[src/hdl/bank_switch_scanline_irq_mapper_top_defines.svh]
// Assertion macros used by the mapper top module.
`ifndef BANK_SWITCH_SCANLINE_IRQ_MAPPER_TOP_DEFINES_SVH
`define BANK_SWITCH_SCANLINE_IRQ_MAPPER_TOP_DEFINES_SVH

// Same-cycle implication, checked outside reset.
`define BSSIM_ASSERT_NOW(lbl, ante, cons, msg) \
  lbl: assert property (@(posedge clk) disable iff (rst) (ante) |-> (cons)) \
    else $error(msg);

// Next-cycle implication, checked outside reset.
`define BSSIM_ASSERT_NEXT(lbl, ante, cons, msg) \
  lbl: assert property (@(posedge clk) disable iff (rst) (ante) |=> (cons)) \
    else $error(msg);

`endif

[src/hdl/bssim_pkg.sv]
package bssim_pkg;

  // item kinds
  localparam logic [1:0] ACT_WRITE = 2'd0;
  localparam logic [1:0] ACT_TICK  = 2'd1;
  localparam logic [1:0] ACT_PRG   = 2'd2;
  localparam logic [1:0] ACT_CHR   = 2'd3;

  // register decode on {addr[15:13], addr[0]}
  localparam logic [3:0] REG_BANK_SELECT = 4'b1000;
  localparam logic [3:0] REG_BANK_DATA   = 4'b1001;
  localparam logic [3:0] REG_MIRROR      = 4'b1010;
  localparam logic [3:0] REG_PRG_RAM     = 4'b1011;
  localparam logic [3:0] REG_IRQ_LATCH   = 4'b1100;
  localparam logic [3:0] REG_IRQ_RELOAD  = 4'b1101;
  localparam logic [3:0] REG_IRQ_DISABLE = 4'b1110;
  localparam logic [3:0] REG_IRQ_ENABLE  = 4'b1111;

  // configuration register indexes
  localparam logic CFG_PRG_LOG2 = 1'b0;
  localparam logic CFG_CHR_LOG2 = 1'b1;

  localparam logic [2:0] PRG_LOG2_MAX = 3'd6;
  localparam logic [3:0] CHR_LOG2_MAX = 4'd8;

  typedef logic [7:0][7:0] bank_file_t;

  typedef struct packed {
    logic       prg_swap;
    logic       chr_swap;
    logic [2:0] prg_log2;
    logic [3:0] chr_log2;
  } map_cfg_t;

endpackage

[src/hdl/bssim_translate.sv]
module bssim_translate (
  input  logic [1:0]            action,
  input  logic [15:0]           addr,
  input  bssim_pkg::map_cfg_t   cfg,
  input  bssim_pkg::bank_file_t bank_values,
  output logic [18:0]           mapped_address
);
  import bssim_pkg::*;

  logic [2:0] prg_n;
  logic [5:0] prg_mask;
  logic [3:0] chr_n;
  logic [7:0] chr_mask;
  logic [1:0] slot;
  logic       pat_hi;
  logic [2:0] rd_idx;
  logic [7:0] rd_bank;
  logic [5:0] prg_bank;
  logic [7:0] chr_bank;

  always_comb begin
    prg_n    = (cfg.prg_log2 > PRG_LOG2_MAX) ? PRG_LOG2_MAX : cfg.prg_log2;
    prg_mask = 6'((7'd1 << prg_n) - 7'd1);
    chr_n    = (cfg.chr_log2 > CHR_LOG2_MAX) ? CHR_LOG2_MAX : cfg.chr_log2;
    chr_mask = 8'((9'd1 << chr_n) - 9'd1);
    slot     = addr[14:13];
    pat_hi   = addr[12] ^ cfg.chr_swap;

    // single read port into the bank file
    if (action == ACT_PRG) begin
      rd_idx = (slot == 2'd1) ? 3'd7 : 3'd6;
    end else if (!pat_hi) begin
      rd_idx = {2'b00, addr[11]};
    end else begin
      rd_idx = 3'd2 + {1'b0, addr[11:10]};
    end
    rd_bank = bank_values[rd_idx];

    if (slot == 2'd1) begin
      prg_bank = rd_bank[5:0];
    end else if (slot == 2'd3) begin
      prg_bank = prg_mask;
    end else if ((slot == 2'd0) != cfg.prg_swap) begin
      prg_bank = rd_bank[5:0];
    end else begin
      prg_bank = prg_mask - 6'd1;
    end

    // 2 KB windows drop bank bit 0 and use address bit 10
    chr_bank = pat_hi ? rd_bank : {rd_bank[7:1], addr[10]};

    case (action)
      ACT_PRG: mapped_address = addr[15] ? {prg_bank & prg_mask, addr[12:0]} : 19'd0;
      ACT_CHR: mapped_address = {1'b0, chr_bank & chr_mask, addr[9:0]};
      default: mapped_address = 19'd0;
    endcase
  end

endmodule

[src/hdl/bank_switch_scanline_irq_mapper_top.sv]
// Bank-switching cartridge mapper with scanline IRQ counter.
// Input channel (in_valid/in_stall) carries one transaction per item:
// action selects a register write, a scanline tick, a program-space
// translate or a pattern-space translate; addr and data go with it.
// Output channel (out_valid/out_stall) returns one result per item:
// mapped_address (zero for writes and ticks), irq_line and
// horizontal_mirror, all as they stand after that item.
// Each item passes the input register, then the result register.
// Throughput: one item per cycle while out_stall is low, set by the single
// combinational pass from the input register to the result register.
// When out_stall is high and the result register is full, a full input
// register holds and in_stall rises; with a free result register the
// input side keeps flowing.
// cfg_write/cfg_index/cfg_data set the ROM size registers; write them
// only while the block is idle.
// Reset (rst, synchronous): pipeline empty, all mapper state cleared,
// size registers back to 4 program and 8 pattern banks.
module bank_switch_scanline_irq_mapper_top (
  input  logic        clk,
  input  logic        rst,
  input  logic        cfg_write,
  input  logic        cfg_index,
  input  logic [3:0]  cfg_data,
  input  logic        in_valid,
  output logic        in_stall,
  input  logic [1:0]  action,
  input  logic [15:0] addr,
  input  logic [7:0]  data,
  output logic        out_valid,
  input  logic        out_stall,
  output logic [18:0] mapped_address,
  output logic        irq_line,
  output logic        horizontal_mirror
);
  import bssim_pkg::*;
  `include "bank_switch_scanline_irq_mapper_top_defines.svh"

  // size registers
  logic [2:0] prg_log2;
  logic [3:0] chr_log2;

  // input register
  logic        s1_valid;
  logic [1:0]  s1_action;
  logic [15:0] s1_addr;
  logic [7:0]  s1_data;

  // mapper state
  logic [7:0] bank_select, bank_select_next;
  bank_file_t bank_values, bank_values_next;
  logic       mirror_mode, mirror_mode_next;
  logic [7:0] reload_value, reload_value_next;
  logic [7:0] line_counter, line_counter_next;
  logic       irq_enable, irq_enable_next;
  logic       irq_pending, irq_pending_next;

  logic        out_free;
  logic        s1_fire;
  logic [3:0]  reg_code;
  logic [18:0] xlate_addr;
  map_cfg_t    map_cfg;

  // pipeline flow: result register frees when empty or being taken
  assign out_free = !out_valid || !out_stall;
  assign s1_fire  = s1_valid && out_free;
  assign in_stall = s1_valid && !out_free;

  always_ff @(posedge clk) begin
    if (rst) begin
      prg_log2 <= 3'd2;
      chr_log2 <= 4'd3;
    end else if (cfg_write) begin
      unique case (cfg_index)
        CFG_PRG_LOG2: prg_log2 <= cfg_data[2:0];
        CFG_CHR_LOG2: chr_log2 <= cfg_data;
        default: ;
      endcase
    end
  end

  always_ff @(posedge clk) begin
    if (rst) begin
      s1_valid <= 1'b0;
    end else if (!in_stall) begin
      s1_valid <= in_valid;
    end
  end

  always_ff @(posedge clk) begin
    if (in_valid && !in_stall) begin
      s1_action <= action;
      s1_addr   <= addr;
      s1_data   <= data;
    end
  end

  // state update for the item in the input register
  assign reg_code = {s1_addr[15:13], s1_addr[0]};

  always_comb begin
    bank_select_next  = bank_select;
    bank_values_next  = bank_values;
    mirror_mode_next  = mirror_mode;
    reload_value_next = reload_value;
    line_counter_next = line_counter;
    irq_enable_next   = irq_enable;
    irq_pending_next  = irq_pending;
    if (s1_fire) begin
      case (s1_action)
        ACT_WRITE: begin
          unique case (reg_code)
            REG_BANK_SELECT: bank_select_next = s1_data;
            REG_BANK_DATA:   bank_values_next[bank_select[2:0]] = s1_data;
            REG_MIRROR:      mirror_mode_next = s1_data[0];
            REG_IRQ_LATCH:   reload_value_next = s1_data;
            REG_IRQ_RELOAD:  line_counter_next = 8'd0;
            REG_IRQ_DISABLE: begin
              irq_enable_next  = 1'b0;
              irq_pending_next = 1'b0;
            end
            REG_IRQ_ENABLE:  irq_enable_next = 1'b1;
            default: ;  // RAM protect and writes below 0x8000 ignored
          endcase
        end
        ACT_TICK: begin
          line_counter_next = (line_counter == 8'd0) ? reload_value
                                                     : line_counter - 8'd1;
          if (irq_enable && line_counter_next == 8'd0) begin
            irq_pending_next = 1'b1;
          end
        end
        default: ;
      endcase
    end
  end

  always_ff @(posedge clk) begin
    if (rst) begin
      bank_select  <= 8'd0;
      bank_values  <= '0;
      mirror_mode  <= 1'b0;
      reload_value <= 8'd0;
      line_counter <= 8'd0;
      irq_enable   <= 1'b0;
      irq_pending  <= 1'b0;
    end else begin
      bank_select  <= bank_select_next;
      bank_values  <= bank_values_next;
      mirror_mode  <= mirror_mode_next;
      reload_value <= reload_value_next;
      line_counter <= line_counter_next;
      irq_enable   <= irq_enable_next;
      irq_pending  <= irq_pending_next;
    end
  end

  // translation reads current state; queries never change it
  assign map_cfg = '{prg_swap: bank_select[6], chr_swap: bank_select[7],
                     prg_log2: prg_log2, chr_log2: chr_log2};

  bssim_translate u_translate (
    .action         (s1_action),
    .addr           (s1_addr),
    .cfg            (map_cfg),
    .bank_values    (bank_values),
    .mapped_address (xlate_addr)
  );

  // result register
  always_ff @(posedge clk) begin
    if (rst) begin
      out_valid <= 1'b0;
    end else if (out_free) begin
      out_valid <= s1_valid;
    end
  end

  always_ff @(posedge clk) begin
    if (s1_fire) begin
      mapped_address    <= xlate_addr;
      irq_line          <= irq_pending_next;
      horizontal_mirror <= mirror_mode_next;
    end
  end

  `BSSIM_ASSERT_NOW(a_pending_needs_enable, irq_pending, irq_enable, "irq pending while disabled")
  `BSSIM_ASSERT_NEXT(a_tick_counts_down, s1_fire && s1_action == ACT_TICK && line_counter != 8'd0, line_counter == $past(line_counter) - 8'd1, "scanline counter did not count down")
  `BSSIM_ASSERT_NEXT(a_no_addr_on_ctrl, s1_fire && (s1_action == ACT_WRITE || s1_action == ACT_TICK), mapped_address == 19'd0, "write or tick produced an address")
  `BSSIM_ASSERT_NEXT(a_fire_loads_result, s1_fire, out_valid, "issued item did not reach result register")
  `BSSIM_ASSERT_NEXT(a_mirror_only_on_write, !(s1_fire && s1_action == ACT_WRITE), $stable(mirror_mode), "mirroring changed without a write")

endmodule

[config.mk]
export PLATFORM = sky130hd
export DESIGN_NAME = bank_switch_scanline_irq_mapper_top
export DESIGN_NICKNAME = d
export VERILOG_FILES = /design/src/hdl/bssim_pkg.sv /design/src/hdl/bssim_translate.sv /design/src/hdl/bank_switch_scanline_irq_mapper_top.sv
export VERILOG_INCLUDE_DIRS = /design/src /design/src/hdl
export SDC_FILE = /design/constraint.sdc
export NUM_CORES = 1
export LEC_CHECK = 0
export ABC_AREA = 1
export BUFFER_PORTS_ARGS = -buffer_cell sky130_fd_sc_hd__buf_2
export CELL_PAD_IN_SITES_DETAIL_PLACEMENT = 1
export CELL_PAD_IN_SITES_GLOBAL_PLACEMENT = 2
export CORE_MARGIN = 4
export CORE_UTILIZATION = 38
export CTS_CLUSTER_SIZE = 8
export DETAILED_ROUTE_END_ITERATION = 10
export GPL_TIMING_DRIVEN = 0
export PLACE_DENSITY = 0.87
export REMOVE_ABC_BUFFERS = 1
export SLEW_MARGIN = 30
export SYNTH_ARGS = -nofsm -noshare
export SYNTH_HDL_FRONTEND = slang
export SYNTH_HIERARCHICAL = 1
export SYNTH_SLANG_ARGS = --single-unit
[constraint.sdc]
create_clock -name clk -period 3.4 [get_ports clk]
set_input_delay 0.68 -clock clk [delete_from_list [all_inputs] [get_ports clk]]
set_output_delay 0.68 -clock clk [all_outputs]
set_load 0.05 [all_outputs]
==> impl_table.tex <==
\begin{tabular}{lr}
\hline
Metric & Value \\
\hline
\multicolumn{2}{l}{\textbf{Status}} \\
Outcome & finished clean \\
\multicolumn{2}{l}{\textbf{Setup path}} \\
Crit path max-delay family & buffers and inverters \\
Delay of the slowest cell on the worst path & 0.68 ns \\
Last element of the critical path & bank\_values[48]\$\_SDFFE\_PP0P\_ \\
Crit-path max FO & 22 \\
Count of cells along the worst register-to-register path & 10 \\
Worst setup EP type & flip-flop \\
Reg-to-reg endpoint & bank\_values[48]\$\_SDFFE\_PP0P\_ \\
List of cells traversed by the critical path & buf\_2 > a21oi\_4 > nand2\_4 > nor3\_4 > buf\_6 > buf\_6 > buf\_8 > buf\_8 > nand3\_1 > nand2\_1 > a21oi\_1 \\
Worst R2R Start & out\_valid\$\_SDFFE\_PP0N\_ \\
CP Class & primary input to flip-flop \\
Logic depth of the worst path, buffers included & 11 \\
Setup slack on the worst flop-to-flop path & 0.58 ns \\
Number of buffer and inverter stages on the critical path & 5 \\
CP arrival & 3.11 ns \\
Startpoint type of the worst setup path & primary input \\
Cell at the slowest stage of the critical path & sky130\_fd\_sc\_hd\_\_a21oi\_4 \\
Worst EP required & 3.68 ns \\
Crit. Startpoint & out\_stall \\
\multicolumn{2}{l}{\textbf{Placed design}} \\
Placed Cells incl. Taps & 1110 \\
Number of buffers inserted by port buffering & 58 \\
Setup Slack @ Placement & 0.103 ns \\
Gpl congestion & 0.794 \\
Detail Placement HPWL & 13.8 mm \\
\multicolumn{2}{l}{\textbf{Power and ir drop}} \\
Switching power summed over all nets & 1.07 mW \\
Peak supply drop & 384 uV \\
Part of the power in the clock network & 0.502 \\
Total power density per cell area & 558 mW/mm2 \\
Sequential Power Share & 0.420 \\
Portion of total power attributed to combinational logic & 0.077 \\
Switching part of the total & 0.241 \\
Leak & 3.18 nW \\
Cell internal pwr & 3.36 mW \\
\multicolumn{2}{l}{\textbf{CTS}} \\
Count of instances resized after the clock tree is built & 0 \\
Master cell of the clock root buffer & sky130\_fd\_sc\_hd\_\_clkbuf\_16 \\
Post-CTS Hold Buffers & 0 \\
Number of buffers added for setup after CTS & 0 \\
Clock Sinks & 144 \\
H-tree levels & 4 \\
Clock tree buffer depth & 2 \\
Number of buffers added by the clock tree synthesis step & 17 \\
Clock tree from TritonCTS & built \\
Clock latency at the later pin of the worst-skew pair & 0.43 ns \\
Clk slew on worst S/H paths & 0.06 ns \\
\multicolumn{2}{l}{\textbf{Synthesis}} \\
Number of register bits inferred by synthesis & 144 \\
Fraction of synthesis flops using an asynchronous set or reset pin & 0 \\
Total standard cell area after synthesis & 0.00675 mm2 \\
Syn Area/Cell & 7.86 um2 \\
Count of cell types in the netlist & 38 \\
Area contributors post-synth & sky130\_fd\_sc\_hd\_\_dfxtp\_1 (29\%), sky130\_fd\_sc\_hd\_\_edfxtp\_1 (21\%), sky130\_fd\_sc\_hd\_\_nand2\_1 (12\%) \\
Cell count after synthesis & 859 \\
Synth warn & 6 \\
Most common cell in the synthesized netlist & sky130\_fd\_sc\_hd\_\_nand2\_1 \\
Fraction of the yosys area taken by sequential cells & 0.497 \\
EDFF count, synth & 47 \\
Post-synth top area share & 0.288 \\
Most instantiated flip-flop cell in the synthesis netlist & sky130\_fd\_sc\_hd\_\_dfxtp\_1 \\
Top cell types by occurrence after synthesis & sky130\_fd\_sc\_hd\_\_nand2\_1 (216), sky130\_fd\_sc\_hd\_\_nand3\_1 (102), sky130\_fd\_sc\_hd\_\_dfxtp\_1 (97), sky130\_fd\_sc\_hd\_\_a21oi\_1 (83), sky130\_fd\_sc\_hd\_\_nor2\_1 (73) \\
Leading area contributor after synthesis & sky130\_fd\_sc\_hd\_\_dfxtp\_1 \\
\multicolumn{2}{l}{\textbf{Floorplan}} \\
Vert. Die Dim & 141 um \\
Effective utilization at floorplan & 0.389 \\
Placeable core region & 0.0174 mm2 \\
Overall die area & 0.0200 mm2 \\
Number of placement rows & 48 \\
Num ports & 59 \\
Die width & 141 um \\
\multicolumn{2}{l}{\textbf{Cells and area}} \\
Syn-to-layout area delta & 17.6\% \\
Net count reported at finish & 946 \\
Share of layout cells above drive strength 1 & 0.136 \\
Post-route insts no fill & 1142 \\
Count of inserted antenna diode cells & 0 \\
\multicolumn{2}{l}{\textbf{STA}} \\
Post-Route Setup TNS & 0 ns \\
Worst hold-check slack & 0.419 ns \\
Post-route worst setup slack & 0.564 ns \\
Setup repair after global routing missed its margin & no \\
Worst Skew & 0.00836 ns \\
Time the worst path needs with I/O delays and setup & 2.84 ns \\
Max-slew violation count & 0 \\
Tightest Pin Transition & 0.854 ns \\
Normalized max-slew margin & 0.429 \\
Setup-failing EPs final & 0 \\
Fmax achieved & 0.353 GHz \\
Final Hold Fails & 0 \\
Fin crit share & 0.834 \\
\multicolumn{2}{l}{\textbf{Detailed routing}} \\
ANT nets after route & 0 \\
Average wire per cell in the routed design & 17.8 um \\
Ratio of routed vias to standard cells & 5.28 \\
Wirelength, routed & 20.4 mm \\
Count of routing violations after the opening detailed-route iteration & 355 \\
Post-route DRC & 0 \\
TritonRoute pass-1 iters & 5 \\
DR vias & 6028 \\
\multicolumn{2}{l}{\textbf{GRT}} \\
Vias in the first global route & 6072 \\
Total gr overflow & 0 \\
Maximum number of pins on one net before global-route repair & 64 \\
Overall Global Routing Usage & 0.207 \\
Initial antenna violation count & 0 \\
Wire length of the first global-routing pass & 32.5 mm \\
\multicolumn{2}{l}{\textbf{Job}} \\
Max-capacitance violation count & 0 \\
\multicolumn{2}{l}{\textbf{Hold path}} \\
WHS Path Cells & 1 \\
Kind of path behind the tightest hold check & primary input to flip-flop \\
\hline
\end{tabular}
==> sequential cells by signal, indices dropped and copies added, names as in the netlist, 2 cells and up <==
| name | count |
|---|---|
| bank_values | 64 |
| s1_data | 8 |
| s1_action | 2 |
| bank_select | 5 |
| line_counter | 8 |
| chr_log2 | 4 |
| mapped_address | 19 |
| prg_log2 | 3 |
| reload_value | 8 |
| s1_addr | 16 |
==> power by group through the flow <==
| stage | clock [mW] | combinational [mW] | sequential (mW) |
|---|---|---|---|
| after floorplan | 0 | 0.166 | 1.92 |
| after global placement | 0 | 0.326 | 1.90 |
| after detailed placement | 0 | 0.341 | 1.90 |
| after CTS | 2.26 | 0.343 | 1.86 |
| after global routing | 2.33 | 0.373 | 1.87 |
| final | 2.23 | 0.342 | 1.86 |
==> layer usage <==
metal | share of wire | wire (um) | track usage | vias up
met3 | 0.046 | 942 | 0.0401 | 24
met5 | 0 | 0 | 0 | -
met1 | 0.47 | 9590 | 0.276 | 2904
met2 | 0.47 | 9480 | 0.339 | 129
met4 | 0.017 | 355 | 0.0729 | 0
li1 | - | - | - | 2971
==> worst register-to-register path: stages (launching register included) <==
cell and delay, ns:
sky130_fd_sc_hd__dfxtp_1 0.34, sky130_fd_sc_hd__a21oi_4 0.69, sky130_fd_sc_hd__nand2_4 0.18, sky130_fd_sc_hd__nor3_4 0.23
sky130_fd_sc_hd__buf_6 0.22, sky130_fd_sc_hd__buf_6 0.18, sky130_fd_sc_hd__buf_8 0.18, sky130_fd_sc_hd__buf_8 0.17
sky130_fd_sc_hd__nand3_1 0.26, sky130_fd_sc_hd__nand2_1 0.15, sky130_fd_sc_hd__a21oi_1 0.08
==> how the worst min path moves through the flow <==
stage          slack [ns]                    startpoint                      endpoint
3_5_place_dp         0.45  bank_values[12]$_SDFFE_PP0P_  bank_values[12]$_SDFFE_PP0P_
4_1_cts              0.40                      addr[14]         s1_addr[14]$_DFFE_PP_
5_1_grt              0.40                       data[4]          s1_data[4]$_DFFE_PP_
3_3_place_gp         0.45   bank_values[9]$_SDFFE_PP0P_   bank_values[9]$_SDFFE_PP0P_
2_1_floorplan        0.43  bank_values[15]$_SDFFE_PP0P_  bank_values[15]$_SDFFE_PP0P_
6_report             0.42                       data[0]          s1_data[0]$_DFFE_PP_
==> cell type report <==
class	count	area [um2]
Timing Repair Buffer	64	400
Clock inverter	14	259
Tap cell	225	282
Clock buffer	18	429
Sequential cell	144	3350
Inverter	77	289
Multi-Input combinational cell	600	2920
Fill cell	2125	9420
==> through the flow <==
step                total power [mW]   util  area, um2
global placement                2.22  0.410       7120
CTS                             4.46  0.457       7930
detailed placement              2.24  0.417       7250
global route                    4.57  0.457       7930
floorplan                       2.09      -       6550
finish                          4.43  0.457       7930
==> cell usage in the layout, fill, tap and decap left out, drive strengths merged <==
master and instances:
a21oi 84, a221oi 1, and3 1, buf 64, bufinv 7, clkbuf 18
clkinv 4, dfxtp 97, edfxtp 47, ha 6, inv 80, nand2 225
nand2b 1, nand3 105, nand4 49, nor2 77, nor3 3, nor3b 1
nor4 1, o211ai 2, o21a 1, o21ai 36, or2 2, xnor2 2
xor2 3
==> kinds of logic after synthesis <==
family | share of synthesized area
flip-flops | 0.497
buffers and inverters | 0.0727
adder cells (fa/ha/maj) | 0.0111
AND/OR/NAND/NOR | 0.315
AO/OA/AOI/OAI | 0.0975
XOR/XNOR | 0.00649
(Power assumes the default switching activity.)
